File: src/sv/jsd_pkg.sv
`timescale 1ns / 1ps

package jsd_pkg;

    localparam int MAX_ROW_LENGTH = 4096;
    localparam int ROW_CNT_W      = $clog2(MAX_ROW_LENGTH + 1);

    localparam int LOG_W     = 21;  // Q.16 log2, integer part up to 16
    localparam int LOG_STEPS = 16;
    localparam int SQRT_W    = 44;  // sum >> 4
    localparam int SQRT_STEPS = SQRT_W / 2;
    localparam int CNT_W     = 5;

    localparam logic [29:0] LN2_Q30   = 30'd744261118;
    localparam logic [20:0] LN_LIMIT  = 21'd1048575;
    localparam logic [15:0] DIST_MAX  = 16'hFFFF;

    typedef struct packed {
        logic load;        // latch input item
        logic check;       // row length bookkeeping
        logic log_init;    // start a log2 evaluation
        logic log_sel_s;   // operand is the pair sum, else 2*v
        logic lane_q;      // v is q, else p
        logic log_step;    // one squaring iteration
        logic save_s;      // keep log2(s)
        logic mul1;        // log difference times ln2
        logic mul2;        // round, clamp, times v
        logic acc;         // add term to sum
        logic sq_init;
        logic sq_step;
        logic finish;      // write result, clear row state
    } jsd_cmd_t;

    typedef struct packed {
        logic take;        // row not full and pair sum positive
        logic p_pos;
        logic q_pos;
        logic last;
        logic sum_neg;
    } jsd_status_t;

endpackage

File: src/sv/jsd_ifs.sv
`timescale 1ns / 1ps

interface jsd_in_if;
    logic               valid;
    logic               ready;
    logic signed [15:0] p_value;
    logic signed [15:0] q_value;
    logic               last_element;

    modport source (output valid, p_value, q_value, last_element, input ready);
    modport sink (input valid, p_value, q_value, last_element, output ready);
endinterface

interface jsd_out_if;
    logic        valid;
    logic        ready;
    logic [15:0] distance;
    logic        result_invalid;
    logic        saturated;

    modport source (output valid, distance, result_invalid, saturated, input ready);
    modport sink (input valid, distance, result_invalid, saturated, output ready);
endinterface

File: src/sv/jensen_shannon_distance_core.sv
`timescale 1ns / 1ps
// Channel  Dir  Payload                                   Moves
// pair     in   p_value, q_value (Q1.15), last_element     one column pair per item
// result   out  distance (Q2.14), result_invalid, saturated  one item per row pair
//
// Work per item depends on how many elements are positive: no term, one
// or two, each from the 16-step log2 squaring unit; a last item adds the
// square root of 22 root steps and the hand-off. One item is in work at a time.
// Reset clears the accumulator, row count and flags; no clearing pass.
// A finished result waits in the output register; the next item is taken
// meanwhile, and only a new result waits for the register to free.

module jensen_shannon_distance_core
    import jsd_pkg::*;
(
    input  logic      clk,
    input  logic      rst_n,
    jsd_in_if.sink    pair,
    jsd_out_if.source result
);

    jsd_cmd_t         cmd;
    jsd_status_t      status;
    logic [CNT_W-1:0] step_idx;

    jsd_ctrl u_ctrl (
        .clk       (clk),
        .rst_n     (rst_n),
        .in_valid  (pair.valid),
        .in_ready  (pair.ready),
        .out_valid (result.valid),
        .out_ready (result.ready),
        .status    (status),
        .cmd       (cmd),
        .step_idx  (step_idx)
    );

    jsd_datapath u_dp (
        .clk            (clk),
        .rst_n          (rst_n),
        .cmd            (cmd),
        .step_idx       (step_idx),
        .p_in           (pair.p_value),
        .q_in           (pair.q_value),
        .last_in        (pair.last_element),
        .status         (status),
        .distance       (result.distance),
        .result_invalid (result.result_invalid),
        .saturated      (result.saturated)
    );

endmodule

File: src/sv/jsd_datapath.sv
`timescale 1ns / 1ps

module jsd_datapath
    import jsd_pkg::*;
(
    input  logic               clk,
    input  logic               rst_n,
    input  jsd_cmd_t           cmd,
    input  logic [CNT_W-1:0]   step_idx,
    input  logic signed [15:0] p_in,
    input  logic signed [15:0] q_in,
    input  logic               last_in,
    output jsd_status_t        status,
    output logic [15:0]        distance,
    output logic               result_invalid,
    output logic               saturated
);

    logic signed [15:0] p_reg, q_reg;
    logic signed [16:0] s_reg;
    logic               last_reg;

    logic [ROW_CNT_W-1:0] row_cnt_reg, row_cnt_next;
    logic signed [47:0]   sum_reg, sum_next;
    logic                 sat_reg, sat_next;

    logic [31:0]       y_reg;
    logic [4:0]        k_reg;
    logic [15:0]       frac_reg;
    logic [LOG_W-1:0]  ls_reg;

    logic              neg_reg;
    logic [50:0]       prod1_reg;
    logic signed [37:0] term_reg;

    logic [SQRT_W-1:0] rem_reg, res_reg, bit_reg;

    logic [15:0]        dist_reg;
    logic               inv_reg;
    logic               sat_out_reg;

    // log unit operand and leading one
    logic [16:0] log_x;
    logic [4:0]  lead;
    logic [63:0] sq;
    logic [32:0] sq_sh;
    logic [LOG_W-1:0]   log_val;
    logic signed [LOG_W:0] log_diff;
    logic [LOG_W-1:0]   log_mag;
    logic signed [15:0] v_sel;

    logic [51:0]        rnd;
    logic [21:0]        ln_mag;
    logic [20:0]        ln_clamp;
    logic               ln_sat;
    logic signed [21:0] ln_val;

    logic signed [48:0] sum_ext;
    logic [SQRT_W-1:0]  trial;
    logic               dist_sat;

    assign v_sel   = cmd.lane_q ? q_reg : p_reg;
    assign log_x   = cmd.log_sel_s ? s_reg[16:0] : {v_sel, 1'b0};
    assign log_val = {k_reg, frac_reg};

    always_comb
    begin
        lead = '0;
        for (int i = 0; i < 17; i++)
        begin
            if (log_x[i])
                lead = 5'(i);
        end
    end

    assign sq    = 64'(y_reg) * 64'(y_reg);
    assign sq_sh = sq[63:31];

    assign log_diff = $signed({1'b0, log_val}) - $signed({1'b0, ls_reg});
    assign log_mag  = log_diff[LOG_W] ? LOG_W'(-log_diff) : log_diff[LOG_W-1:0];

    assign rnd      = {1'b0, prod1_reg} + 52'(1 << 29);
    assign ln_mag   = rnd[51:30];
    assign ln_sat   = ln_mag > {1'b0, LN_LIMIT};
    assign ln_clamp = ln_sat ? LN_LIMIT : ln_mag[20:0];
    assign ln_val   = neg_reg ? -$signed({1'b0, ln_clamp}) : $signed({1'b0, ln_clamp});

    assign sum_ext = 49'(sum_reg) + 49'(term_reg);
    assign trial   = res_reg + bit_reg;
    assign dist_sat = res_reg > SQRT_W'(DIST_MAX);

    always_comb
    begin
        row_cnt_next = row_cnt_reg;
        sum_next     = sum_reg;
        sat_next     = sat_reg;
        if (cmd.check && row_cnt_reg < ROW_CNT_W'(MAX_ROW_LENGTH))
            row_cnt_next = row_cnt_reg + 1'b1;
        if (cmd.mul2 && ln_sat)
            sat_next = 1'b1;
        if (cmd.acc)
        begin
            if (sum_ext[48] != sum_ext[47])
            begin
                sat_next = 1'b1;
                sum_next = sum_ext[48] ? {1'b1, 47'd0} : {1'b0, {47{1'b1}}};
            end
            else
            begin
                sum_next = sum_ext[47:0];
            end
        end
        if (cmd.finish)
        begin
            row_cnt_next = '0;
            sum_next     = '0;
            sat_next     = 1'b0;
        end
    end

    always_ff @(posedge clk or negedge rst_n)
    begin
        if (!rst_n)
        begin
            row_cnt_reg <= '0;
            sum_reg     <= '0;
            sat_reg     <= 1'b0;
        end
        else
        begin
            row_cnt_reg <= row_cnt_next;
            sum_reg     <= sum_next;
            sat_reg     <= sat_next;
        end
    end

    always_ff @(posedge clk)
    begin
        if (cmd.load)
        begin
            p_reg    <= p_in;
            q_reg    <= q_in;
            s_reg    <= 17'(p_in) + 17'(q_in);
            last_reg <= last_in;
        end
        if (cmd.log_init)
        begin
            k_reg    <= lead;
            y_reg    <= 32'(log_x) << (5'd31 - lead);
            frac_reg <= '0;
        end
        else if (cmd.log_step)
        begin
            if (sq_sh[32])
            begin
                y_reg <= sq_sh[32:1];
                frac_reg[4'(LOG_STEPS - 1) - step_idx[3:0]] <= 1'b1;
            end
            else
            begin
                y_reg <= sq_sh[31:0];
            end
        end
        if (cmd.save_s)
            ls_reg <= log_val;
        if (cmd.mul1)
        begin
            neg_reg   <= log_diff[LOG_W];
            prod1_reg <= 51'(log_mag) * 51'(LN2_Q30);
        end
        if (cmd.mul2)
            term_reg <= 38'(v_sel) * 38'(ln_val);
        if (cmd.sq_init)
        begin
            rem_reg <= SQRT_W'(sum_reg[47:4]);
            res_reg <= '0;
            bit_reg <= SQRT_W'(1) << (SQRT_W - 2);
        end
        else if (cmd.sq_step)
        begin
            if (rem_reg >= trial)
            begin
                rem_reg <= rem_reg - trial;
                res_reg <= (res_reg >> 1) + bit_reg;
            end
            else
            begin
                res_reg <= res_reg >> 1;
            end
            bit_reg <= bit_reg >> 2;
        end
        if (cmd.finish)
        begin
            inv_reg <= sum_reg[47];
            if (sum_reg[47])
            begin
                dist_reg    <= '0;
                sat_out_reg <= sat_reg;
            end
            else
            begin
                dist_reg    <= dist_sat ? DIST_MAX : res_reg[15:0];
                sat_out_reg <= sat_reg | dist_sat;
            end
        end
    end

    assign status.take    = (row_cnt_reg < ROW_CNT_W'(MAX_ROW_LENGTH)) && !s_reg[16]
                            && (s_reg != '0);
    assign status.p_pos   = !p_reg[15] && (p_reg != '0);
    assign status.q_pos   = !q_reg[15] && (q_reg != '0);
    assign status.last    = last_reg;
    assign status.sum_neg = sum_reg[47];

    assign distance       = dist_reg;
    assign result_invalid = inv_reg;
    assign saturated      = sat_out_reg;

endmodule

File: src/sv/jsd_ctrl.sv
`timescale 1ns / 1ps

module jsd_ctrl
    import jsd_pkg::*;
(
    input  logic             clk,
    input  logic             rst_n,
    input  logic             in_valid,
    output logic             in_ready,
    output logic             out_valid,
    input  logic             out_ready,
    input  jsd_status_t      status,
    output jsd_cmd_t         cmd,
    output logic [CNT_W-1:0] step_idx
);

    typedef enum logic [8:0] {
        ST_IDLE   = 9'b000000001,
        ST_CHECK  = 9'b000000010,
        ST_LOGS   = 9'b000000100,
        ST_VINIT  = 9'b000001000,
        ST_LOGV   = 9'b000010000,
        ST_MUL1   = 9'b000100000,
        ST_MUL2   = 9'b001000000,
        ST_ACC    = 9'b010000000,
        ST_SQRT   = 9'b100000000
    } state_t;

    state_t           state_reg, state_next;
    logic [CNT_W-1:0] cnt_reg, cnt_next;
    logic             lane_reg, lane_next;
    logic             first_reg, first_next;
    logic             fin_reg, fin_next;   // waiting to hand over the result
    logic             out_valid_reg, out_valid_next;
    logic             out_free;

    assign out_free = !out_valid_reg || out_ready;
    assign in_ready = (state_reg == ST_IDLE) && !fin_reg;
    assign out_valid = out_valid_reg;
    assign step_idx = cnt_reg;

    always_comb
    begin
        state_next = state_reg;
        cnt_next   = cnt_reg;
        lane_next  = lane_reg;
        first_next = first_reg;
        fin_next   = fin_reg;
        cmd        = '0;
        cmd.lane_q = lane_reg;

        case (state_reg)
            ST_IDLE:
            begin
                if (fin_reg)
                begin
                    if (out_free)
                    begin
                        cmd.finish = 1'b1;
                        fin_next   = 1'b0;
                    end
                end
                else if (in_valid)
                begin
                    cmd.load   = 1'b1;
                    state_next = ST_CHECK;
                end
            end
            ST_CHECK:
            begin
                cmd.check = 1'b1;
                if (status.take && (status.p_pos || status.q_pos))
                begin
                    cmd.log_init  = 1'b1;
                    cmd.log_sel_s = 1'b1;
                    lane_next     = !status.p_pos;
                    first_next    = 1'b1;
                    cnt_next      = '0;
                    state_next    = ST_LOGS;
                end
                else if (status.last)
                begin
                    cmd.sq_init = 1'b1;
                    cnt_next    = '0;
                    state_next  = ST_SQRT;
                end
                else
                begin
                    state_next = ST_IDLE;
                end
            end
            ST_LOGS, ST_LOGV:
            begin
                cmd.log_step = 1'b1;
                cnt_next     = cnt_reg + 1'b1;
                if (cnt_reg == CNT_W'(LOG_STEPS - 1))
                    state_next = (state_reg == ST_LOGS) ? ST_VINIT : ST_MUL1;
            end
            ST_VINIT:
            begin
                cmd.save_s   = first_reg;
                cmd.log_init = 1'b1;
                first_next   = 1'b0;
                cnt_next     = '0;
                state_next   = ST_LOGV;
            end
            ST_MUL1:
            begin
                cmd.mul1   = 1'b1;
                state_next = ST_MUL2;
            end
            ST_MUL2:
            begin
                cmd.mul2   = 1'b1;
                state_next = ST_ACC;
            end
            ST_ACC:
            begin
                cmd.acc = 1'b1;
                if (!lane_reg && status.q_pos)
                begin
                    lane_next  = 1'b1;
                    state_next = ST_VINIT;
                end
                else if (status.last)
                begin
                    cnt_next   = '0;
                    state_next = ST_SQRT;
                end
                else
                begin
                    state_next = ST_IDLE;
                end
            end
            ST_SQRT:
            begin
                // first cycle after the last accumulate loads the root operand
                if (cnt_reg == '0 && !cmd.sq_init)
                begin
                    cmd.sq_init = 1'b1;
                    cnt_next    = CNT_W'(1);
                end
                else
                begin
                    cmd.sq_step = 1'b1;
                    cnt_next    = cnt_reg + 1'b1;
                    if (cnt_reg == CNT_W'(SQRT_STEPS))
                    begin
                        fin_next   = 1'b1;
                        state_next = ST_IDLE;
                    end
                end
            end
            default:
            begin
                state_next = ST_IDLE;
            end
        endcase
    end

    // CHECK loads the root operand itself and jumps straight to stepping
    logic skip_init;
    assign skip_init = (state_reg == ST_CHECK) && cmd.sq_init;

    assign out_valid_next = (out_valid_reg && !out_ready) || cmd.finish;

    always_ff @(posedge clk or negedge rst_n)
    begin
        if (!rst_n)
        begin
            state_reg     <= ST_IDLE;
            cnt_reg       <= '0;
            lane_reg      <= 1'b0;
            first_reg     <= 1'b0;
            fin_reg       <= 1'b0;
            out_valid_reg <= 1'b0;
        end
        else
        begin
            state_reg     <= state_next;
            cnt_reg       <= skip_init ? CNT_W'(1) : cnt_next;
            lane_reg      <= lane_next;
            first_reg     <= first_next;
            fin_reg       <= fin_next;
            out_valid_reg <= out_valid_next;
        end
    end

endmodule

File: src/flat_wrapper.sv
// flat-port wrapper written by rule: the top's interface ports become plain ports
module jensen_shannon_distance_core_flat import jsd_pkg::*;
  (clk, rst_n, pair_valid, pair_p_value, pair_q_value, pair_last_element, pair_ready, result_valid, result_distance, result_result_invalid, result_saturated, result_ready);
  jsd_in_if pair_i ();
  jsd_out_if result_i ();
  input  logic clk;
  input  logic rst_n;
  input wire logic [$bits(pair_i.valid)-1:0] pair_valid;
  input wire logic [$bits(pair_i.p_value)-1:0] pair_p_value;
  input wire logic [$bits(pair_i.q_value)-1:0] pair_q_value;
  input wire logic [$bits(pair_i.last_element)-1:0] pair_last_element;
  output wire logic [$bits(pair_i.ready)-1:0] pair_ready;
  output wire logic [$bits(result_i.valid)-1:0] result_valid;
  output wire logic [$bits(result_i.distance)-1:0] result_distance;
  output wire logic [$bits(result_i.result_invalid)-1:0] result_result_invalid;
  output wire logic [$bits(result_i.saturated)-1:0] result_saturated;
  input wire logic [$bits(result_i.ready)-1:0] result_ready;
  assign pair_i.valid = pair_valid;
  assign pair_i.p_value = pair_p_value;
  assign pair_i.q_value = pair_q_value;
  assign pair_i.last_element = pair_last_element;
  assign pair_ready = pair_i.ready;
  assign result_valid = result_i.valid;
  assign result_distance = result_i.distance;
  assign result_result_invalid = result_i.result_invalid;
  assign result_saturated = result_i.saturated;
  assign result_i.ready = result_ready;
  jensen_shannon_distance_core u_core (.clk(clk), .rst_n(rst_n), .pair(pair_i), .result(result_i));
endmodule
File: config.mk
export PLATFORM = sky130hd
export DESIGN_NAME = jensen_shannon_distance_core_flat
export DESIGN_NICKNAME = d
export VERILOG_FILES = /design/src/sv/jsd_pkg.sv /design/src/sv/jsd_ifs.sv /design/src/sv/jensen_shannon_distance_core.sv /design/src/sv/jsd_datapath.sv /design/src/sv/jsd_ctrl.sv /design/src/flat_wrapper.sv
export SDC_FILE = /design/constraint.sdc
export NUM_CORES = 2
export LEC_CHECK = 0
export ABC_AREA = 1
export BUFFER_PORTS_ARGS = -buffer_cell sky130_fd_sc_hd__buf_2
export CORE_AREA = 5 5 374 340
export DETAILED_ROUTE_END_ITERATION = 8
export DIE_AREA = 0 0 379 345
export PLACE_DENSITY = 0.83
export SYNTH_ARGS = -nofsm -noshare
export SYNTH_HDL_FRONTEND = slang
export SYNTH_SLANG_ARGS = --single-unit
File: constraint.sdc
create_clock -name clk -period 16.1 [get_ports clk]
set_input_delay 0.805 -clock clk [delete_from_list [all_inputs] [get_ports clk]]
set_output_delay 0.805 -clock clk [all_outputs]
set_load 0.02 [all_outputs]
; Yosys cells after proc, flatten, opt, wreduce, memory -nomap -nowiden
; Index checks and enable logic that the tools add are counted.
[totals]
register_bits = 421
latchBits = 0
mem_bits_rw = 0
romBits = 0
inputBits = 37
wordCells = 204
memories = 0
[classes]
add_sub_neg = 13
multipliers = 3
div = 0
order_cmp = 6
eq_ne = 20
n_shift = 1
n_mux = 89
bitwise_logic = 2
reduce_logical = 44
[op_table]
columns = cell, n
row1 = $mux 48, 4
row2 = $mux 44, 4
row3 = $mux 32, 3
row4 = $mux 5, 16
row5 = $mux 9, 8
row6 = $pmux 9 s8, 1
row7 = $mul 32x32->64, 1
row8 = $add 51x30->52 const B, 1
row9 = $mul 21x29->50 const B, 1
row10 = $add 48x38->49, 1
row11 = $add 43x43->44, 1
row12 = $add 44x43->44, 1
row13 = $ge 44x44->1, 1
row14 = $gt 44x16->1 const B, 1
row15 = $sub 44x44->44, 1
row16 = $mux 21, 2
row17 = $mul 16x22->38, 1
row18 = $mux 1, 32
row19 = $mux 16, 2
row20 = $reduce_bool 16->1, 2
row21 = $shl 17x5->32, 1
row22 = $mux 13, 2
row23 = $pmux 5 s5, 1
row24 = $gt 22x20->1 const B, 1
row25 = 45 further kinds, 89

; Logic depth before layout (Yosys ltp)
[depth]
depth_word = 26
mapped_depth = 56
ltp_nobuf = 53

; Modules after synthesis
; A second synthesis with hierarchy kept.
[hier_totals]
hier_cells = 10118
area_unflattened_um2 = 81356.8
[modules_own_cells]
columns = mod, n_inst, cells_each, area_per_inst_um2, seq_area_each_um2
row1 = jsd_datapath, 1, 9882, 79742.7, 10129.7
row2 = jsd_ctrl, 1, 236, 1614.0, 451.7

; Least setup slack after synthesis
; OpenSTA, ideal clock, no wires.
[synth_timing]
path_kind = register -> register
from = register u_core.u_dp.frac_reg[0]
to = register u_core.u_dp.prod1_reg[45], data pin
arrival_time_ns = 8.469
t_required_ns = 15.838
path_slack_ns = 7.369
path_stages_with_launch = 38
path_buffers = 0
synth_period_minus_slack_ns = 8.731
path_cell_list = dfxtp_1 -> inv_1 -> ha_1 -> fa_1 -> nor2_1 -> nand2_1 -> nor2_1 -> nor2_1 -> o21ai_1 -> a21oi_1 -> o31ai_1 -> a21boi_1 -> o21ai_0 -> xor2_1 -> o41ai_1 -> xor2_1 -> fa_1 -> inv_1 -> [... 2 more ...] -> inv_1 -> fa_1 -> inv_1 -> fa_1 -> inv_1 -> fa_1 -> fa_1 -> inv_1 -> ha_1 -> a21oi_1 -> inv_1 -> a21oi_1 -> a21boi_0 -> o221ai_1 -> a21oi_1 -> o21ai_0 -> a211oi_1 -> xnor2_1
[synth_between]
elab_chain_cells = 4
[synth_lines]
columns = item, line
row1 = from (decl), jsd_datapath.sv:29  ; logic [15:0] frac_reg;
row2 = from (signal assigned), jsd_datapath.sv:150  ; frac_reg <= '0;
row3 = "from (signal, indexed assignment)", jsd_datapath.sv:157  ; frac_reg[4'(LOG_STEPS - 1) - step_idx[3:0]] <= 1'b1;
row4 = $sub 21x21->22 *, jsd_datapath.sv:79  ; assign log_diff = $signed({1'b0, log_val}) - $signed({1'b0, ls_reg});
row5 = $neg 21->21, jsd_datapath.sv:80  ; assign log_mag = log_diff[LOG_W] ? LOG_W'(-log_diff) : log_diff[LOG_W-1:0];
row6 = $mux 21 *, jsd_datapath.sv:80
row7 = $mul 21x29->50 *, jsd_datapath.sv:169  ; prod1_reg <= 51'(log_mag) * 51'(LN2_Q30);
row8 = to (signal assigned), jsd_datapath.sv:169
row9 = to (decl), jsd_datapath.sv:33  ; logic [50:0] prod1_reg;
; Mark *: on every way between the ends. The rest lies on a longest branch, timed or not.
; A chain may end at the register's enable or synchronous reset.

; Worst setup path in the final report
[layout_timing]
from = register u_core.u_dp.ls_reg[2]
to = register u_core.u_dp.prod1_reg[45], data pin
[layout_between]
elab_chain_cells = 4
[layout_lines]
columns = item, line
row1 = from (decl), jsd_datapath.sv:30  ; logic [LOG_W-1:0] ls_reg;
row2 = from (signal assigned), jsd_datapath.sv:165  ; ls_reg <= log_val;
row3 = $sub 21x21->22 *, jsd_datapath.sv:79
row4 = $neg 21->21, jsd_datapath.sv:80
row5 = $mux 21 *, jsd_datapath.sv:80
row6 = $mul 21x29->50 *, jsd_datapath.sv:169
; Marks and branches as above.

==> impl_metrics.env <==
export IMPL_placed_cells=11150
export IMPL_antenna_found_initial=4
export IMPL_grt_use_total_pct=33.57
export IMPL_drc=0
export IMPL_core_area_sq_um=123400
export IMPL_hold_buffers=0
export IMPL_wl_per_cell_um=19.22
export IMPL_worstSetupStartpoint="u_core.u_dp.ls_reg[2]$_DFFE_PP_"
export IMPL_fmax_mhz=94.47
export IMPL_clock_sinks=393
export IMPL_path_clk_slew_ps=80
export IMPL_wl_met3_um=23460
export IMPL_cts_root_buf="clkbuf_16"
export IMPL_r2r_slack_ps=5520
export IMPL_status="finished clean"
export IMPL_top_layer_used="met5"
export IMPL_synth_top_cell_area_share_pct=34.49
export IMPL_yosysWarnings=0
export IMPL_yosysUniqueCellTypes=75
export IMPL_relSlewSlack_pct=13.59
export IMPL_end_kind="register"
export IMPL_rows=123
export IMPL_final_min_clock_period_ps=10580
export IMPL_wl_met2_um=96540
export IMPL_ys_seq_elements=393
export IMPL_synth_edf_count=231
export IMPL_path_buf_inv=9
export IMPL_synthMuxAreaShare_pct=0
export IMPL_worstPathMaxFanout=19
export IMPL_synth_main_ff_cell="edfxtp_1"
export IMPL_grt_pass1_vias=66820
export IMPL_io_pins=57
export IMPL_synthTopCellsByArea="fa_1 34%, ha_1 12%, inv_1 12%, edfxtp_1 8.8%, nand2_1 8.2%"
export IMPL_startpoint_type="register"
export IMPL_grt_max_degree=83
export IMPL_gr_total_overflow=0
export IMPL_yosysMostFrequentCell="inv_1"
export IMPL_dpl_hpwl_um=175800
export IMPL_worstReg2RegEnd="u_core.u_dp.prod1_reg[45]$_DFFE_PP_"
export IMPL_clock_skew_ps=42.12
export IMPL_tightest_slew_ps=1292
export IMPL_routed_via_density=5.703
export IMPL_synth_compound_area_share_pct=8.134
export IMPL_wirelength_um=215900
export IMPL_synth_simple_area_share_pct=14.49
export IMPL_ant_nets=0
export IMPL_final_cells=11230
export IMPL_min_delay_path_class="in2async"
export IMPL_synthToLayoutAreaGrowth_pct=4.248
export IMPL_syn_instance_count=9618
export IMPL_start_util_pct=64.15
export IMPL_worstRegToRegCells=41
export IMPL_die_h_um=345
export IMPL_via_count=64070
export IMPL_holdWs_ps=129.3
export IMPL_synth_top_family_by_area="adder cells"
export IMPL_async_flop_share_pct=20.36
export IMPL_finalMaxSlewViolations=0
export IMPL_die_x_um=379
export IMPL_synth_area_sq_um=79170
export IMPL_cts_tree="yes"
export IMPL_first_pass_iters=9
export IMPL_nets=11760
export IMPL_setup_viol=0
export IMPL_finalSetupTns_ps=0
export IMPL_cts_htree_levels=2
export IMPL_drt_met1_wl_um=88810
export IMPL_yosysSeqAreaShare_pct=13.37
export IMPL_final_core_util_pct=66.87
export IMPL_syn_nets=11810
export IMPL_arrival_ps=10930
export IMPL_post_cts_setup_buffers=0
export IMPL_critPathTopFamily="adder cells"
export IMPL_crit_required_ps=16440
export IMPL_synthTopCellsByCount="2556 x inv_1, 1730 x nand2_1, 1364 x fa_1"
export IMPL_rsz0062_at_grt="no"
export IMPL_largest_reg_flops=48
export IMPL_cts_buffer_depth=3
export IMPL_avgSynthCellArea_sq_um=8.232
export IMPL_die_area_sq_um=130800
export IMPL_drive_gt1_share_pct=3.645
export IMPL_period_share_pct=65.75
export IMPL_numCtsBuffers=43
export IMPL_io_buffer_count=56
export IMPL_hold_viol=0
export IMPL_cts_resized=0
export IMPL_clkLatencyLatePin_ps=630
export IMPL_cp_slowest_stage_delay_ps=760
export IMPL_cp_common_cell="inv_1"
export IMPL_synthAdderAreaFrac_pct=46.97
export IMPL_worstSetupPathType="reg2reg"
export IMPL_drtIter0Drc=6360
export IMPL_critical_path_slowest_cell="fa_1"
export IMPL_grt_pass1_wl_um=350700
export IMPL_gp_congestion=0.9901
export IMPL_drv_cap=0
export IMPL_synth_top_cell_by_area="fa_1"
export IMPL_synth_xor_area_share_pct=3.575
export IMPL_r2r_start="u_core.u_dp.ls_reg[2]$_DFFE_PP_"
-- cell type report --
cell class	instances	area, sq um
clock inverter	25	251.5
timing repair buffer	130	838.3
clock buffer	55	1151
multi-input combinational	6414	57950
antenna	5	12.51
sequential	393	10580
tap	1625	2033
inverter	2586	9713
fill	9996	40890
-- through the flow --
stage	area, sq um	worst slack [ps]
floorplan	79170	7369
global placement	81120	5907
detailed placement	81120	5701
CTS	82520	5609
global route	82520	4920
finish	82540	5515
-- kinds of logic (layout without fill, tap and decap cells) --
logic type / Yosys count / after routing
buffers and inverters: 2811 / 2796
AOI/OAI and AO/OA: 1141 / 1141
other: 0 / 5
DFF: 393 / 393
xor gates and xnor gates: 321 / 321
and+or+nand+nor: 2798 / 2798
adders and majority gates: 2154 / 2154
-- worst max-delay path by stage --
| stage | slack, ps | cells after the start | end |
|---|---|---|---|
| floorplan | 7370 | 37 | u_core.u_dp.prod1_reg[45]$_DFFE_PP_ |
| global placement | 5910 | 41 | u_core.u_dp.prod1_reg[45]$_DFFE_PP_ |
| detailed placement | 5700 | 41 | u_core.u_dp.prod1_reg[45]$_DFFE_PP_ |
| CTS | 5610 | 41 | u_core.u_dp.prod1_reg[45]$_DFFE_PP_ |
| global route | 4920 | 41 | u_core.u_dp.prod1_reg[45]$_DFFE_PP_ |
| finish | 5520 | 41 | u_core.u_dp.prod1_reg[45]$_DFFE_PP_ |
-- routing by layer --
metal | GRT usage (%) | vias to the layer above
met5 | 0 | -
met4 | 9.264 | 2
met3 | 7.460 | 577
met2 | 52.13 | 3248
met1 | 47.97 | 31230
li1 | - | 29010
-- placed cells by master (no fill, tap or decap), drive strengths merged, types with 23 or more instances in the layout --
| master | n |
|---|---|
| nand2 | 1761 |
| nor3 | 62 |
| xor2 | 199 |
| o211ai | 38 |
| or2 | 50 |
| a21oi | 519 |
| o21ai | 347 |
| fa | 1364 |
| o221ai | 25 |
| xnor2 | 122 |
| dfxtp | 82 |
| o21bai | 26 |
| clkbuf | 55 |
| nand3 | 235 |
| a21o | 23 |
| clkinv | 26 |
| nor2 | 616 |
| ha | 790 |
| dfrtp | 79 |
| inv | 2580 |
| nand4 | 41 |
| a31oi | 57 |
| edfxtp | 231 |
| nor4 | 24 |
| buf | 130 |
Power is not shown: default switching activity piles up to over one toggle a cycle in this logic, so the estimate is an artifact.
